==> config.mk <==
export PLATFORM = sky130hd
export DESIGN_NAME = vgs_row_cell
export DESIGN_NICKNAME = d
export VERILOG_FILES = /design/src/rtl/vbap_gain_set_select_defines.svh /design/src/rtl/vgs_pkg.sv /design/src/rtl/vgs_row_cell.sv
export SDC_FILE = /design/constraint.sdc
export NUM_CORES = 2
export LEC_CHECK = 0
export ABC_AREA = 0
export ABC_CLOCK_PERIOD_IN_PS = 8400
export BUFFER_PORTS_ARGS = -buffer_cell sky130_fd_sc_hd__buf_2
export CORE_MARGIN = 8
export CORE_UTILIZATION = 35
export CTS_BUF_LIST = sky130_fd_sc_hd__clkbuf_16
export DETAILED_ROUTE_END_ITERATION = 6
export PLACE_DENSITY = 0.47
export SYNTH_ARGS = -nofsm -noshare
export SYNTH_HDL_FRONTEND = slang
export SYNTH_SLANG_ARGS = --single-unit
==> constraint.sdc <==
create_clock -name clock -period 8.4 [get_ports clock]
set_input_delay 0.42 -clock clock [delete_from_list [all_inputs] [get_ports clock]]
set_output_delay 0.42 -clock clock [all_outputs]
set_load 0.02 [all_outputs]
==> src/rtl/vbap_gain_set_select_defines.svh <==
// Assertion helpers for the panning gain selector.
`ifndef VBAP_GAIN_SET_SELECT_DEFINES_SVH
`define VBAP_GAIN_SET_SELECT_DEFINES_SVH
`ifndef NO_ASSERTIONS
`define VGS_ASSERT_NOW(label, ante, cons, msg) \
   label: assert property (@(posedge clock) disable iff (reset) (ante) |-> (cons)) \
      else $error(msg);
`define VGS_ASSERT_NEXT(label, ante, cons, msg) \
   label: assert property (@(posedge clock) disable iff (reset) (ante) |=> (cons)) \
      else $error(msg);
`else
`define VGS_ASSERT_NOW(label, ante, cons, msg)
`define VGS_ASSERT_NEXT(label, ante, cons, msg)
`endif
`endif

==> src/rtl/vgs_pkg.sv <==
`timescale 1ns / 1ps
package vgs_pkg;
   localparam int MAX_SETS_DEF     = 64;
   localparam int MAX_SPEAKERS_DEF = 256;
   localparam int GAIN_W           = 27;
   localparam int PROD_W           = 40;
   localparam logic OP_LOAD        = 1'b0;
   localparam logic OP_DIR         = 1'b1;
   localparam logic CSR_DIMENSION  = 1'b0;
   localparam logic CSR_SETS       = 1'b1;
   localparam logic [3:0] ENT_MAT_LAST = 4'd8;
   localparam logic [3:0] ENT_SPK_A    = 4'd9;
   localparam logic [1:0] DIM_PAIR     = 2'd2;
   localparam logic signed [GAIN_W-1:0] NEG_LIMIT = -27'sd3277;
   localparam logic [22:0] GAIN_ONE = 23'd65536;
   localparam logic [22:0] GAIN_MAX = 23'd8388607;

   typedef logic signed [GAIN_W-1:0] gain_type;

   typedef struct packed {
      logic valid;
      logic last;
      logic first;
      logic dim3;
   } tag_type;

   function automatic logic [22:0] clamp_gain(input gain_type g);
      logic [22:0] r;
      if (g < 0) r = '0;
      else if (g > $signed({4'd0, GAIN_MAX})) r = GAIN_MAX;
      else r = g[22:0];
      return r;
   endfunction
endpackage

==> src/rtl/vgs_row_cell.sv <==
`timescale 1ns / 1ps
// one gain row: three products, then sum and floor shift
module vgs_row_cell (
   input  logic                  clock,
   input  logic                  active,
   input  logic signed [15:0]    dir_x,
   input  logic signed [15:0]    dir_y,
   input  logic signed [15:0]    dir_z,
   input  logic signed [23:0]    m0,
   input  logic signed [23:0]    m1,
   input  logic signed [23:0]    m2,
   output vgs_pkg::gain_type     gain
);
   logic signed [vgs_pkg::PROD_W-1:0] p0_ff, p1_ff, p2_ff;
   logic                              active_ff;
   logic signed [vgs_pkg::PROD_W+1:0] sum_in;
   vgs_pkg::gain_type                 gain_ff;

   assign sum_in = 42'(p0_ff) + 42'(p1_ff) + 42'(p2_ff);

   always_ff @(posedge clock) begin
      p0_ff     <= dir_x * m0;
      p1_ff     <= dir_y * m1;
      p2_ff     <= dir_z * m2;
      active_ff <= active;
      gain_ff   <= active_ff ? vgs_pkg::gain_type'(sum_in >>> 15) : '0;
   end
   assign gain = gain_ff;
endmodule

After elaboration in Yosys (flattened, before gate mapping)
Index checks and enable logic that the tools add are counted. W data, S select, Z words.

$add $sub $neg: 2. Multipliers: 3.

Operator list (number): $mul A16 B24 Y40 (3); $add A41 B40 Y42 (1); $add A40 B40 Y41 (1).

Register bits after elaboration: 148. Input port bits: 122. Logic and storage cells: 10.

Depth between registers and ports, before layout
Depth in word-level cells: 2. Depth in mapped cells: 26. Mapped depth without buffers: 25.

Worst setup path after synthesis
Ideal clock, no wire load.

Path type: input to register. Start: input m1[11]. End: register p1_ff[39] (netlist bit). Arrival: 6.289 ns. Data required time: 8.270 ns. Setup slack: 1.981 ns. Stages: 22. Path buffers: 1. Path through: clkbuf_1 > nand2_1 > fa_1 > fa_1 > fa_1 > inv_1 > fa_1 > fa_1 > inv_1 > fa_1 > inv_1 > ha_1 > a21o_1 > a21o_1 > a211o_1 > a31oi_2 > o22ai_1 > o41a_1 > a41oi_2 > o21ai_1 > a2111oi_1 > nor3_1.

Word-level cells in the longest chain between the ends: 1.

Ends and longest elaborated chain: from (decl) (RTL line vgs_row_cell.sv:10) `input logic signed [23:0] m1,`; $mul A16 B24 Y40 (RTL line vgs_row_cell.sv:23) `p1_ff <= dir_y * m1;`; to (signal assigned) (RTL line vgs_row_cell.sv:23); to (decl) (RTL line vgs_row_cell.sv:14) `logic signed [vgs_pkg::PROD_W-1:0] p0_ff, p1_ff, p2_ff;`.

Every way passes these cells. A chain may end at the register's enable or synchronous reset.

Final worst setup path
Start: input dir_x[1]. End: register p0_ff[38] (netlist bit).

Word-level cells in the longest chain between the ends: 1.

Ends and longest elaborated chain: from (decl) (RTL line vgs_row_cell.sv:6) `input logic signed [15:0] dir_x,`; $mul A16 B24 Y40 (RTL line vgs_row_cell.sv:22) `p0_ff <= dir_x * m0;`; to (signal assigned) (RTL line vgs_row_cell.sv:22); to (decl) (RTL line vgs_row_cell.sv:14).

Every way passes these cells.

==> results.sh <==
export IMPL_final_cell_area_um2=49370
export IMPL_cts_root_buf="clkbuf_16"
export IMPL_grt_pass1_vias=35400
export IMPL_dp_cells=6780
export IMPL_yosysWarningCount=0
export IMPL_final_cells=6814
export IMPL_place_area_um2=48770
export IMPL_crit_type="input port to flip-flop"
export IMPL_slew_headroom=0.5223
export IMPL_die_y_um=380.3
export IMPL_routed_wl_mm=124.1
export IMPL_clock_latency_ps=460
export IMPL_floorplan_initialDensity=0.3528
export IMPL_skew_ps=12.24
export IMPL_pin_count=149
export IMPL_synthArstFlopShare=0
export IMPL_reg2reg_from="p1_ff[3]$_DFF_P_"
export IMPL_grt_busiest_layer="met2"
export IMPL_grt_pass1_wl_mm=202.0
export IMPL_syn_nets=6662
export IMPL_critPathLaunch="dir_x[1]"
export IMPL_rsz0062_at_grt="false"
export IMPL_syn_to_final_growth_pct=6.305
export IMPL_min_period_ps=6768
export IMPL_antenna_found_initial=7
export IMPL_ys_ff_latch=148
export IMPL_final_cell_mix="1318 x inv_1, 1161 x fa_1, 692 x nand2_1"
export IMPL_core_area_um2=131600
export IMPL_fillers=13580
export IMPL_grt_util_met2=0.3015
export IMPL_hold_buffers=0
export IMPL_globalRouteOverflowTotal=0
export IMPL_drt_iter0_markers=1436
export IMPL_vias=31860
export IMPL_vias_per_cell=4.676
export IMPL_clkTransAtPathRegs_ps=70
export IMPL_numCtsBuffers=17
export IMPL_use_met3=0.01983
export IMPL_dp_hpwl_mm=102.7
export IMPL_grt_total_usage=0.1763
export IMPL_layout_drive_gt1_share=0.04113
export IMPL_synthFlopType="dfxtp_1"
export IMPL_worstPathMaxFanout=24
export IMPL_gp_congestion=0.8198
export IMPL_drc_errors=0
export IMPL_status="completed"
export IMPL_use_met1=0.2420
export IMPL_yosysSeqAreaShare=0.06380
export IMPL_hold_class="input port to flip-flop"
export IMPL_synth_edf_count=0
export IMPL_post_cts_resized=0
export IMPL_start_kind="input port"
export IMPL_required_ps=8800
export IMPL_num_nets_final=6661
export IMPL_ant_nets=0
export IMPL_holdWs_ps=59.01
export IMPL_clkSinkCount=148
export IMPL_synth_avg_cell_area_um2=9.205
export IMPL_cp_end_kind="flip-flop"
export IMPL_io_buffers=148
export IMPL_tightest_slew_ps=716.5
export IMPL_hold_violations=0
export IMPL_layout_commonest_cell="inv_1"
export IMPL_maxSlewViolCount=0
export IMPL_finalCritPeriodShare=0.8057
export IMPL_die_area_um2=144600
export IMPL_fmax_mhz=147.7
export IMPL_cp_arrival_ps=7170
export IMPL_hp_start="active"
export IMPL_setup_viol=0
export IMPL_drt_pre_antenna_iters=5
export IMPL_h_tree_depth=4
export IMPL_clock_path_buffers=2
export IMPL_wl_per_cell_um=18.21
export IMPL_grt_max_degree=32
export IMPL_chipWidth_um=380.3
export IMPL_maxCapViolations=0
export IMPL_tritoncts="done"
export IMPL_rows=133
export IMPL_synth_cell_types=70
export IMPL_post_cts_buffers=0
export IMPL_finalSetupTns_ps=0
export IMPL_synthCells=5045
export IMPL_synth_area_um2=46440
-- synth_stat cells (5+ instances only) --
cell type | count | area (um2)
a211oi_1 | 5 | 37.54
a21o_1 | 65 | 488.0
a21oi_1 | 111 | 555.5
a31oi_1 | 10 | 62.56
and2_1 | 469 | 2934
and3_1 | 15 | 93.84
clkbuf_1 | 174 | 653.1
dfxtp_1 | 148 | 2963
fa_1 | 1161 | 23240
ha_1 | 334 | 4179
inv_1 | 1318 | 4947
nand2_1 | 692 | 2597
nand2b_1 | 35 | 219.0
nand3_1 | 22 | 110.1
nand4_1 | 11 | 68.82
nor2_1 | 102 | 382.9
nor2b_1 | 12 | 75.07
nor3_1 | 24 | 120.1
o21a_1 | 10 | 75.07
o21ai_0 | 60 | 300.3
o21ai_1 | 5 | 25.02
o21bai_1 | 21 | 157.7
o221ai_1 | 5 | 43.79
o31ai_1 | 5 | 37.54
or3_1 | 7 | 43.79
xnor2_1 | 104 | 910.9
xor2_1 | 41 | 359.1
-- final cells by class --
type                       instances  area [um2]  share of cell area
multi-input combinational       3405       37880              0.7672
inverter                        1318        4947              0.1002
sequential                       148        2963             0.06002
tap                             1755        2196             0.04448
timing repair buffer             154       785.8             0.01592
clock buffer                      17       425.4            0.008617
clock inverter                    15       168.9            0.003422
antenna                            2       5.005           0.0001014
-- sequential cells by signal, indices dropped and copies added (netlist names) --
register   flops
active_ff      1
gain          27
p0_ff         40
p1_ff         40
p2_ff         40
-- through the flow --
step,util,setup slack (ps)
global placement,0.3705,1242
finish,0.3750,1632
CTS,0.3750,1664
floorplan,-,1981
detailed placement,0.3705,1137
global route,0.3750,1261
-- logic make-up after synthesis --
family,Yosys count,share of synthesized area
AND/OR/NAND/NOR,1412,0.1469
multiplexers,4,0.0008622
buffers and inverters,1492,0.1206
XOR/XNOR,145,0.02735
AO/OA/AOI/OAI,349,0.04998
flip-flops,148,0.06380
adder cells (fa/ha/maj),1495,0.5905
-- critical path: stages --
cell and delay [ps]:
buf_2 490, nand2_1 210, inv_1 150, fa_1 460
fa_1 550, inv_1 50, fa_1 490, inv_1 50
fa_1 490, fa_1 520, inv_1 60, fa_1 470
inv_1 40, ha_1 340, a21o_1 200, a21o_1 180
a221o_1 320, a221oi_1 420, nand2b_1 110, o31ai_1 420
o211ai_1 170, a31o_2 250, a21oi_1 160, xnor2_1 130
-- routing by layer --
| metal | vias up | wire length [um] |
|---|---|---|
| met5 | - | 0 |
| met4 | 0 | 2349 |
| met3 | 112 | 4551 |
| met2 | 557 | 60920 |
| met1 | 16580 | 56270 |
| li1 | 14620 | - |
-- final timing paths --
kind / end / slack (ps) / depth (start not counted)
worst min-delay path: active_ff$_DFF_P_ / 60 / 1
worst min register to register: gain[25]$_SDFF_PN0_ / 760 / 3
worst max-delay path: p0_ff[38]$_DFF_P_ / 1630 / 24
worst max register to register: gain[18]$_SDFF_PN0_ / 4600 / 12
Power is not shown: default switching activity piles up to over one toggle a cycle in this logic, so the estimate is an artifact.
