**src/rtl/vbap_gain_set_select_defines.svh**
```systemverilog
// Assertion helpers for the panning gain selector.
`ifndef VBAP_GAIN_SET_SELECT_DEFINES_SVH
`define VBAP_GAIN_SET_SELECT_DEFINES_SVH
`ifndef NO_ASSERTIONS
`define VGS_ASSERT_NOW(label, ante, cons, msg) \
   label: assert property (@(posedge clock) disable iff (reset) (ante) |-> (cons)) \
      else $error(msg);
`define VGS_ASSERT_NEXT(label, ante, cons, msg) \
   label: assert property (@(posedge clock) disable iff (reset) (ante) |=> (cons)) \
      else $error(msg);
`else
`define VGS_ASSERT_NOW(label, ante, cons, msg)
`define VGS_ASSERT_NEXT(label, ante, cons, msg)
`endif
`endif

```
**src/rtl/vgs_pkg.sv**
```systemverilog
`timescale 1ns / 1ps
package vgs_pkg;
   localparam int MAX_SETS_DEF     = 64;
   localparam int MAX_SPEAKERS_DEF = 256;
   localparam int GAIN_W           = 27;
   localparam int PROD_W           = 40;
   localparam logic OP_LOAD        = 1'b0;
   localparam logic OP_DIR         = 1'b1;
   localparam logic CSR_DIMENSION  = 1'b0;
   localparam logic CSR_SETS       = 1'b1;
   localparam logic [3:0] ENT_MAT_LAST = 4'd8;
   localparam logic [3:0] ENT_SPK_A    = 4'd9;
   localparam logic [1:0] DIM_PAIR     = 2'd2;
   localparam logic signed [GAIN_W-1:0] NEG_LIMIT = -27'sd3277;
   localparam logic [22:0] GAIN_ONE = 23'd65536;
   localparam logic [22:0] GAIN_MAX = 23'd8388607;

   typedef logic signed [GAIN_W-1:0] gain_type;

   typedef struct packed {
      logic valid;
      logic last;
      logic first;
      logic dim3;
   } tag_type;

   function automatic logic [22:0] clamp_gain(input gain_type g);
      logic [22:0] r;
      if (g < 0) r = '0;
      else if (g > $signed({4'd0, GAIN_MAX})) r = GAIN_MAX;
      else r = g[22:0];
      return r;
   endfunction
endpackage

```
**src/rtl/vgs_select.sv**
```systemverilog
`timescale 1ns / 1ps
// keeps the best set seen so far in the walk
module vgs_select #(
   parameter int IW = 6
) (
   input  logic              clock,
   input  logic              reset,
   input  vgs_pkg::tag_type  tag,
   input  logic [IW-1:0]     idx,
   input  vgs_pkg::gain_type g0,
   input  vgs_pkg::gain_type g1,
   input  vgs_pkg::gain_type g2,
   output logic [IW-1:0]     best_idx,
   output vgs_pkg::gain_type best_g0,
   output vgs_pkg::gain_type best_g1,
   output vgs_pkg::gain_type best_g2,
   output logic [1:0]        best_neg
);
   vgs_pkg::gain_type small_in, best_small_ff;
   vgs_pkg::gain_type bg0_ff, bg1_ff, bg2_ff;
   logic [IW-1:0]     best_idx_ff;
   logic [1:0]        neg_in, best_neg_ff;
   logic              take;

   always_comb begin
      small_in = (g1 < g0) ? g1 : g0;
      if (tag.dim3 && g2 < small_in) small_in = g2;
      neg_in = 2'(g0 <= vgs_pkg::NEG_LIMIT) + 2'(g1 <= vgs_pkg::NEG_LIMIT)
             + 2'(tag.dim3 && g2 <= vgs_pkg::NEG_LIMIT);
      take = tag.first || neg_in < best_neg_ff
           || (neg_in == best_neg_ff && small_in > best_small_ff);
   end

   always_ff @(posedge clock) begin
      if (reset) begin
         best_idx_ff <= '0;
         best_neg_ff <= '0;
      end else if (tag.valid && take) begin
         best_idx_ff <= idx;
         best_neg_ff <= neg_in;
      end
      if (tag.valid && take) begin
         best_small_ff <= small_in;
         bg0_ff        <= g0;
         bg1_ff        <= g1;
         bg2_ff        <= g2;
      end
   end

   assign best_idx = best_idx_ff;
   assign best_neg = best_neg_ff;
   assign best_g0  = bg0_ff;
   assign best_g1  = bg1_ff;
   assign best_g2  = bg2_ff;
endmodule

```
**config.mk**
```make
export PLATFORM = sky130hd
export DESIGN_NAME = vgs_select
export DESIGN_NICKNAME = d
export VERILOG_FILES = /design/src/rtl/vbap_gain_set_select_defines.svh /design/src/rtl/vgs_pkg.sv /design/src/rtl/vgs_select.sv
export SDC_FILE = /design/constraint.sdc
export NUM_CORES = 1
export LEC_CHECK = 0
export BUFFER_PORTS_ARGS = -buffer_cell sky130_fd_sc_hd__buf_2
export CAP_MARGIN = 5
export CORE_ASPECT_RATIO = 0.75
export CORE_MARGIN = 5
export CORE_UTILIZATION = 59
export CTS_BUF_LIST = sky130_fd_sc_hd__clkbuf_2
export DETAILED_ROUTE_END_ITERATION = 8
export PLACE_DENSITY_LB_ADDON = 0.08
export SLEW_MARGIN = 40
export SYNTH_ARGS = -nofsm -noshare
export SYNTH_HDL_FRONTEND = slang
export SYNTH_SLANG_ARGS = --single-unit
```
**constraint.sdc**
```tcl
create_clock -name clock -period 21.8 [get_ports clock]
set_clock_uncertainty 0.15 [all_clocks]
set_input_delay 4.36 -clock clock [delete_from_list [all_inputs] [get_ports clock]]
set_output_delay 4.36 -clock clock [all_outputs]
set_load 0.03 [all_outputs]
```
Word-level counts from Yosys, hierarchy flattened
Cells that the tools add are included.

Bits in registers: 116. Logic and storage cells: 24. Output and inout port bits: 89.

Reductions and logical operators: 6. Order comparisons: 7. Mux-type cells: 2. Eq/ne operators: 1. Add/subtract/negate cells: 2.

Operators with widths (number): $le 27x13->1 const B (3); $lt 27x27->1 (2); $mux 27 (2); $gt 27x27->1 (1); $logic_and 1x1->1 (4); $add 1x1->2 (1); $add 2x1->2 (1); $eq 2x2->1 (1); $logic_or 1x1->1 (2); $lt 2x2->1 (1).

Depth between registers and ports, before layout
Gate-level depths: netlist (run 1).

Word-level depth: 9. Gate-level depth with buffers: 31. Depth with buffers taken out: 26.

Worst setup path after synthesis (run 1)
No wires, ideal clock.

Path kind: input to register. From: input port g0[9]. To: register bg0_ff[0], in the netlist best_g0[0], enable pin. Arrival: 10861 ps. Buffers on the path: 5. Data required time: 21226 ps. Cell stages on the path: 29. Setup time: 424 ps. Slack: 10364 ps. Path through: inv_1 -> ha_1 -> and3_1 -> o2111ai_1 -> a211oi_1 -> o21bai_1 -> a41oi_1 -> buf_4 -> buf_2 -> mux2i_1 -> ha_1 -> nand3_1 -> nor3_1 -> nand2_1 -> o221ai_1 -> a21oi_1 -> and4b_1 -> a211o_1 -> buf_6 -> buf_6 -> mux2i_1 -> ha_1 -> and3_1 -> nand4_1 -> nor4_1 -> o21ai_1 -> o21a_1 -> o211ai_1 -> buf_2.

Cells in the longest elaborated chain, start to end: 9. Elaborated cells on any way between the ends: 15. Classes of those cells: 2 x add/sub; 5 x order compare; 1 x eq/ne; 2 x mux; 5 x reduce/logical.

RTL lines: start: declaration (RTL line vgs_select.sv:10) `input vgs_pkg::gain_type g0,`; $lt 27x27->1 (RTL line vgs_select.sv:26) `small_in = (g1 < g0) ? g1 : g0;`; $mux 27 * (RTL line vgs_select.sv:26); $lt 27x27->1 (RTL line vgs_select.sv:27) `if (tag.dim3 && g2 < small_in) small_in = g2;`; $logic_and 1x1->1 (RTL line vgs_select.sv:27); $mux 27 * (RTL line vgs_select.sv:27); named net small_in[26] (RTL line vgs_select.sv:19) `vgs_pkg::gain_type small_in, best_small_ff;`; $gt 27x27->1 * (RTL line vgs_select.sv:31) `|| (neg_in == best_neg_ff && small_in > best_small_ff);`; $logic_and 1x1->1 * (RTL line vgs_select.sv:31); $logic_or 1x1->1 * (RTL line vgs_select.sv:31); $logic_and 1x1->1 * (RTL line vgs_select.sv:42) `if (tag.valid && take) begin`; end signal: assignment (RTL line vgs_select.sv:44) `bg0_ff <= g0;`; end: declaration (RTL line vgs_select.sv:20) `vgs_pkg::gain_type bg0_ff, bg1_ff, bg2_ff;`.

Mark *: on every way through the listed nets, which the timed path passes. The rest lies on a longest branch. A chain may end at the register's enable or synchronous reset.

Worst setup path after layout (run 1)
From: input port g0[8]. To: register bg0_ff[14], in the netlist best_g0[14], enable pin.

The elaborated chain is that of the path after synthesis.

==> impl_metrics.csv, run 1 <==
group,metric,value,unit
status,status,"finished, final reports clean",
synth,synth_top_cells_by_area,"sky130_fd_sc_hd__edfxtp_1 49%, sky130_fd_sc_hd__ha_1 15%, sky130_fd_sc_hd__mux2i_1 9.3%",
critical_path,crit_slowest_cell,"sky130_fd_sc_hd__a41oi_4",
sta,worst_pin_slew,714,ps
final_layout,area.growth.synth_to_final,19.4,%
critical_path,timing.critical_path.to_type,"flip-flop",
synth,cell_count_after_synthesis,534,
synth,synth.lib_cells_used.distinct,51,
routing,routedWlPerCell,18.6,um
synth,synth_seq_area_share,51.7,%
synth,post_synth.cell_area_avg,12.3,sq um
clock_tree,tritoncts,"done",
placement,dpl_wire_length,13.3,mm
final_layout,final_common_cell,"sky130_fd_sc_hd__buf_2",
floorplanning,io-pin-count,182,
synth,asyncSetResetFlopFracSynth,0,%
routing,detail_route.iter0.violations,398,
synth,synth_edf_count,108,
global_route,grt.met2_usage,38.0,%
pwr,cell_area_power_density,82.7,mW/mm^2
final_layout,mostFrequentLayoutCells,"180 x sky130_fd_sc_hd__buf_2, 108 x sky130_fd_sc_hd__edfxtp_1, 84 x sky130_fd_sc_hd__inv_1",
global_route,first_global_vias,4922,
clock_tree,count_of_instances_resized_after_the_clock_tree_is_built,0,
floorplanning,die_y,101,um
pwr,ir_drop,0.0538,mV
sta,timing_hold_violations_final,0,
final_layout,drive_gt1_share,29.4,%
floorplanning,effective_utilization_at_floorplan,60.3,%
clock_tree,worst_skew_pair_latency,650,ps
clock_tree,tritoncts_num_sinks,116,
sta,grt_setup_unrepaired,"no",
pwr,power.total,0.650,mW
floorplanning,die_x,132,um
routing,vias,4923,
hold_path,path_class_of_the_lowest_slack_min_delay_path,"reg -> reg",
job,max-cap-violations,0,
hold_path,timing.hold.worst_path_depth,2,
floorplanning,floorplan.rows,33,
sta,tns,0,ps
final_layout,postLayoutCoreUtil,72.1,%
routing,viasPerCell,5.58,
critical_path,critPathRequiredTime,21930,ps
synth,ys_ff_latch,116,
global_route,grt-ovfl-total,0,
placement,dpl_cell_area,0.00765,sq mm
sta,setup_viol,0,
global_route,antenna_found_initial,0,
final_layout,finalNonFillerCells,882,
synth,syn-num-nets,709,
global_route,grtUsageMet1,33.9,%
clock_tree,cts_hold_buffers,0,
critical_path,r2r_cells,9,
clock_tree,clock-root-buffer,"sky130_fd_sc_hd__clkbuf_2",
sta,maxSlewViolCount,0,
floorplanning,die_area,0.0134,sq mm
critical_path,timing_worst_setup_path_type,"in -> reg",
global_route,grt_most_used_layer,"met2",
synth,yosys_warnings,0,
clock_tree,clock_path_buffers,2,
synth,syn-cell-area,0.00658,sq mm
final_layout,finish.net_count,904,
clock_tree,clk_pin_slew_worst_paths,160,ps
synth,synth_top_cell_by_area,"sky130_fd_sc_hd__edfxtp_1",
global_route,use_met3,7.15,%
clock_tree,numCtsBuffers,17,
placement,dpl.cell_count,850,
synth,post-synth-top-area-fraction,49.3,%
clock_tree,clock_tree.htree_level_count,4,
sta,final_min_period_over_clock_period,53.5,%
critical_path,cp-start-kind,"primary input",
routing,detailed_route_drc_error_count,0,
placement,gp_congestion,0.874,
final_layout,seq_cell_area,0.00340,sq mm
synth,synth_ff_type,"sky130_fd_sc_hd__edfxtp_1",
placement,port-buffer-count,180,
sta,max_clk_rate,85.7,MHz
final_layout,multi_input_area,0.00282,sq mm
critical_path,timing.critical_path.arrival,11800,ps
pwr,power_leakage,3.74,nW
critical_path,critPathMaxStageDelay,600,ps
sta,hold_ws,336,ps
critical_path,cp_max_fo,80,
floorplanning,core_area,0.0109,sq mm
final_layout,finish.instance_area,0.00785,sq mm
routing,route.final.wire_length,16.4,mm
clock_tree,post-cts-setup-buffer-count,0,
final_layout,antenna_cells,0,
global_route,grt_usage,24.4,%
routing,dr.pass1.iters,5,
final_layout,count_of_filler_cells_inserted_in_the_layout,792,
global_route,maximum_number_of_pins_on_one_net_before_global_route_repair,81,
sta,period_minus_slack,11670,ps
sta,postLayoutSetupSlackWorst,10130,ps
sta,worst_slew_margin_relative_to_its_limit,52.4,%
routing,final_antenna_net_count,0,
global_route,global_route_wire_length_before_repair,25.6,mm
placement,dp_worst_setup_slack,9530,ps
==> synthesized netlist by cell type (all sizes together) (5+ instances only) <==
cell type    n
nor2         8
a21oi       18
edfxtp     108
mux2i       61
nand2b      17
a211oi       6
nor4         5
nor3         9
dfxtp        8
buf          7
o21ai       13
nand2       12
nand4       17
ha          81
a21o        11
nand3       13
inv         84
==> layout make-up <==
| type | count | area share, % |
|---|---|---|
| Clock buffer | 20 | 1.27 |
| Clock inverter | 12 | 1.37 |
| Inverter | 84 | 4.01 |
| Multi-Input combinational cell | 326 | 35.9 |
| Sequential cell | 116 | 43.3 |
| Tap cell | 140 | 2.23 |
| Timing Repair Buffer | 184 | 11.9 |
==> metal layers <==
metal	share of wire, %	wire length [um]
met2	44	7270
met5	0	0
met1	47	7670
met3	7.7	1260
met4	1.1	172
==> kinds of logic (layout without fill, tap and decap cells) <==
group                      Yosys count  after routing  synth area share [%]
AOI/OAI and AO/OA                   84             84                  8.81
adders and majority gates           82             82                  15.7
buffers and inverters               92            300                  5.71
DFF                                116            116                  51.7
muxes                               63             63                  9.68
and+or+nand+nor                     97             97                  8.35
==> worst max-delay path, delay by kind of cell <==
| kind | cells | cell delay [ps] |
|---|---|---|
| AO/OA/AOI/OAI | 15 | 3530 |
| buffers and inverters | 5 | 1550 |
| adder cells (fa/ha/maj) | 3 | 920 |
| multiplexers | 2 | 750 |
| AND/OR/NAND/NOR | 4 | 580 |
==> registers in the layout, summed over array words and instances (netlist names) <==
signal and cells:
best_g2 27, best_idx 6, best_small_ff 27, best_g0 27, best_g1 27, best_neg 2
==> report_power, final <==
part / internal [mW] / switching, mW
clock: 0.0420 / 0.0829
combinational: 0.0759 / 0.151
sequential: 0.289 / 0.00873
total: 0.407 / 0.242
==> worst paths after layout <==
check	from	end	slack [ps]
setup reg to reg	best_small_ff[26]$_DFFE_PP_	best_g0[14]$_DFFE_PP_	18490
hold reg to reg	best_idx[4]$_SDFFE_PP0P_	best_idx[4]$_SDFFE_PP0P_	340
hold / removal	best_idx[4]$_SDFFE_PP0P_	best_idx[4]$_SDFFE_PP0P_	340
setup / recovery	g0[8]	best_g0[14]$_DFFE_PP_	10130
No activity file was read; power rests on OpenSTA's default activity.
==> inputs of run 2 (changes only) <==
- CORE_UTILIZATION: 59 -> 49
- clock period: 21.8 -> 10.5 ns (I/O delays scaled with it)
==> impl_metrics.csv, run 2 (synthesis results as in run 1) <==
group,metric,value,unit
routing,dr.pass1.iters,5,
sta,postLayoutSetupSlackWorst,1200,ps
sta,max_clk_rate,108,MHz
final_layout,seq_cell_area,0.00340,sq mm
critical_path,critPathRequiredTime,10710,ps
critical_path,crit-reg2reg-capture,"best_g1[11]$_DFFE_PP_",
final_layout,final_common_cell,"sky130_fd_sc_hd__buf_2",
job,max-cap-violations,0,
routing,route.final.wire_length,17.0,mm
routing,detail_route.iter0.violations,255,
clock_tree,cts_hold_buffers,0,
placement,dpl_wire_length,13.6,mm
clock_tree,worst_skew_pair_latency,710,ps
clock_tree,clock-root-buffer,"sky130_fd_sc_hd__clkbuf_2",
critical_path,reg2reg_from,"best_small_ff[26]$_DFFE_PP_",
routing,final_antenna_net_count,0,
global_route,maximum_number_of_pins_on_one_net_before_global_route_repair,68,
critical_path,critPathMaxStageDelay,600,ps
floorplanning,effective_utilization_at_floorplan,50.4,%
global_route,first_global_vias,4982,
final_layout,count_of_filler_cells_inserted_in_the_layout,1117,
global_route,grt_usage,21.5,%
routing,routedWlPerCell,18.6,um
clock_tree,clock_tree.htree_level_count,4,
clock_tree,clk_pin_slew_worst_paths,150,ps
placement,dp_worst_setup_slack,517,ps
critical_path,cp_max_fo,67,
hold_path,path_class_of_the_lowest_slack_min_delay_path,"reg -> reg",
critical_path,r2r_setup_slack,7220,ps
critical_path,timing_worst_setup_path_type,"in -> reg",
placement,gp_congestion,0.900,
sta,hold_ws,339,ps
final_layout,mostFrequentLayoutCells,"180 x sky130_fd_sc_hd__buf_2, 108 x sky130_fd_sc_hd__edfxtp_1, 84 x sky130_fd_sc_hd__inv_1",
clock_tree,clock_path_buffers,2,
hold_path,hold_path_startpoint,"best_idx[2]$_SDFFE_PP0P_",
critical_path,cp-start-kind,"primary input",
critical_path,r2r_cells,9,
clock_tree,post-cts-setup-buffer-count,0,
clock_tree,numCtsBuffers,17,
hold_path,timing.hold.worst_path_depth,2,
routing,vias,4973,
placement,dpl.cell_count,883,
floorplanning,floorplan.rows,36,
global_route,antenna_found_initial,0,
critical_path,timing.critical_path.to_type,"flip-flop",
critical_path,timing.critical_path.max_delay_family,"compound AO/OA/AOI/OAI gates",
global_route,grt-ovfl-total,0,
clock_tree,tritoncts,"done",
sta,maxSlewViolCount,0,
final_layout,multi_input_area,0.00282,sq mm
final_layout,area.growth.synth_to_final,21.3,%
placement,port-buffer-count,180,
pwr,power_leakage,3.78,nW
sta,worst_pin_slew,720,ps
critical_path,crit_slowest_cell,"sky130_fd_sc_hd__a211o_1",
critical_path,timing.critical_path.arrival,9510,ps
sta,grt_setup_unrepaired,"no",
clock_tree,tritoncts_num_sinks,116,
routing,detailed_route_drc_error_count,0,
sta,worst_slew_margin_relative_to_its_limit,52.0,%
pwr,cell_area_power_density,178,mW/mm^2
pwr,ir_drop,0.0985,mV
critical_path,path_buf_inv,6,
final_layout,drive_gt1_share,29.1,%
hold_path,hold_end,"best_idx[2]$_SDFFE_PP0P_",
floorplanning,core_area,0.0131,sq mm
sta,timing_hold_violations_final,0,
floorplanning,io-pin-count,182,
sta,setup_viol,0,
floorplanning,die_y,110,um
floorplanning,die_x,144,um
sta,final_min_period_over_clock_period,88.5,%
final_layout,postLayoutCoreUtil,61.1,%
status,status,"finished, final reports clean",
final_layout,antenna_cells,0,
sta,period_minus_slack,9300,ps
sta,tns,0,ps
floorplanning,die_area,0.0159,sq mm
clock_tree,count_of_instances_resized_after_the_clock_tree_is_built,0,
final_layout,finalNonFillerCells,913,
routing,viasPerCell,5.45,
global_route,global_route_wire_length_before_repair,25.6,mm
final_layout,finish.net_count,906,
[run 2: cell types whose count changed in the layout (fill, tap and decap cells not counted)]
cell	delta
sky130_fd_sc_hd__clkbuf_2	-1
sky130_fd_sc_hd__clkinv_2	-2
sky130_fd_sc_hd__clkinv_4	-2
sky130_fd_sc_hd__clkinv_1	+2
sky130_fd_sc_hd__inv_6	-1
sky130_fd_sc_hd__buf_6	-1
sky130_fd_sc_hd__clkinvlp_4	-1
sky130_fd_sc_hd__bufinv_16	+3
sky130_fd_sc_hd__buf_4	+1
sky130_fd_sc_hd__buf_12	+2
[run 2: per-stage QoR]
stage          area [sq um]  power (mW)
3_3_place_gp           7720        1.09
5_1_grt                7980        1.50
3_5_place_dp           7720        1.11
4_1_cts                7980        1.43
6_report               7980        1.42
2_1_floorplan          6580       0.956
[run 2: worst register-to-register path, cell delays in order (launching register included)]
cell and delay, ps:
sky130_fd_sc_hd__edfxtp_1 360, sky130_fd_sc_hd__inv_1 40, sky130_fd_sc_hd__ha_1 330, sky130_fd_sc_hd__and3_1 190, sky130_fd_sc_hd__nand4_1 200, sky130_fd_sc_hd__nor4_1 480, sky130_fd_sc_hd__o21ai_1 170, sky130_fd_sc_hd__o21a_1 200
sky130_fd_sc_hd__o211ai_1 400, sky130_fd_sc_hd__buf_12 380
[run 2: worst max path at each step]
stage,from,to,slack (ps),depth (start not counted)
global route,g0[16],best_g0[26]$_DFFE_PP_,750,30
CTS,g0[9],best_g0[12]$_DFFE_PP_,1290,30
global placement,g0[9],best_g0[16]$_DFFE_PP_,720,30
finish,g0[9],best_g1[11]$_DFFE_PP_,1200,30
detailed placement,g0[9],best_g0[19]$_DFFE_PP_,520,30
floorplan,g0[9],best_g0[0]$_DFFE_PP_,1320,29
[run 2: power by group]
part | internal [mW] | switching (mW)
logic | 0.163 | 0.313
registers | 0.600 | 0.0182
clock network | 0.153 | 0.169
total | 0.916 | 0.500
[run 2: layout make-up]
cell class / count / share of cell area [%]
Clock buffer: 19 / 1.19
Clock inverter: 11 / 2.02
Inverter: 84 / 3.95
Multi-Input combinational cell: 326 / 35.3
Sequential cell: 116 / 42.7
Tap cell: 171 / 2.68
Timing Repair Buffer: 186 / 12.2
[run 2: metal layers]
layer,share of wire [%],vias up,routed length (um),global-route usage [%]
li1,-,2407,-,-
met1,46,2358,7820,29.8
met2,44,190,7460,33.3
met3,8.5,18,1440,5.52
met4,1.3,0,228,6.99
met5,0,-,0,0
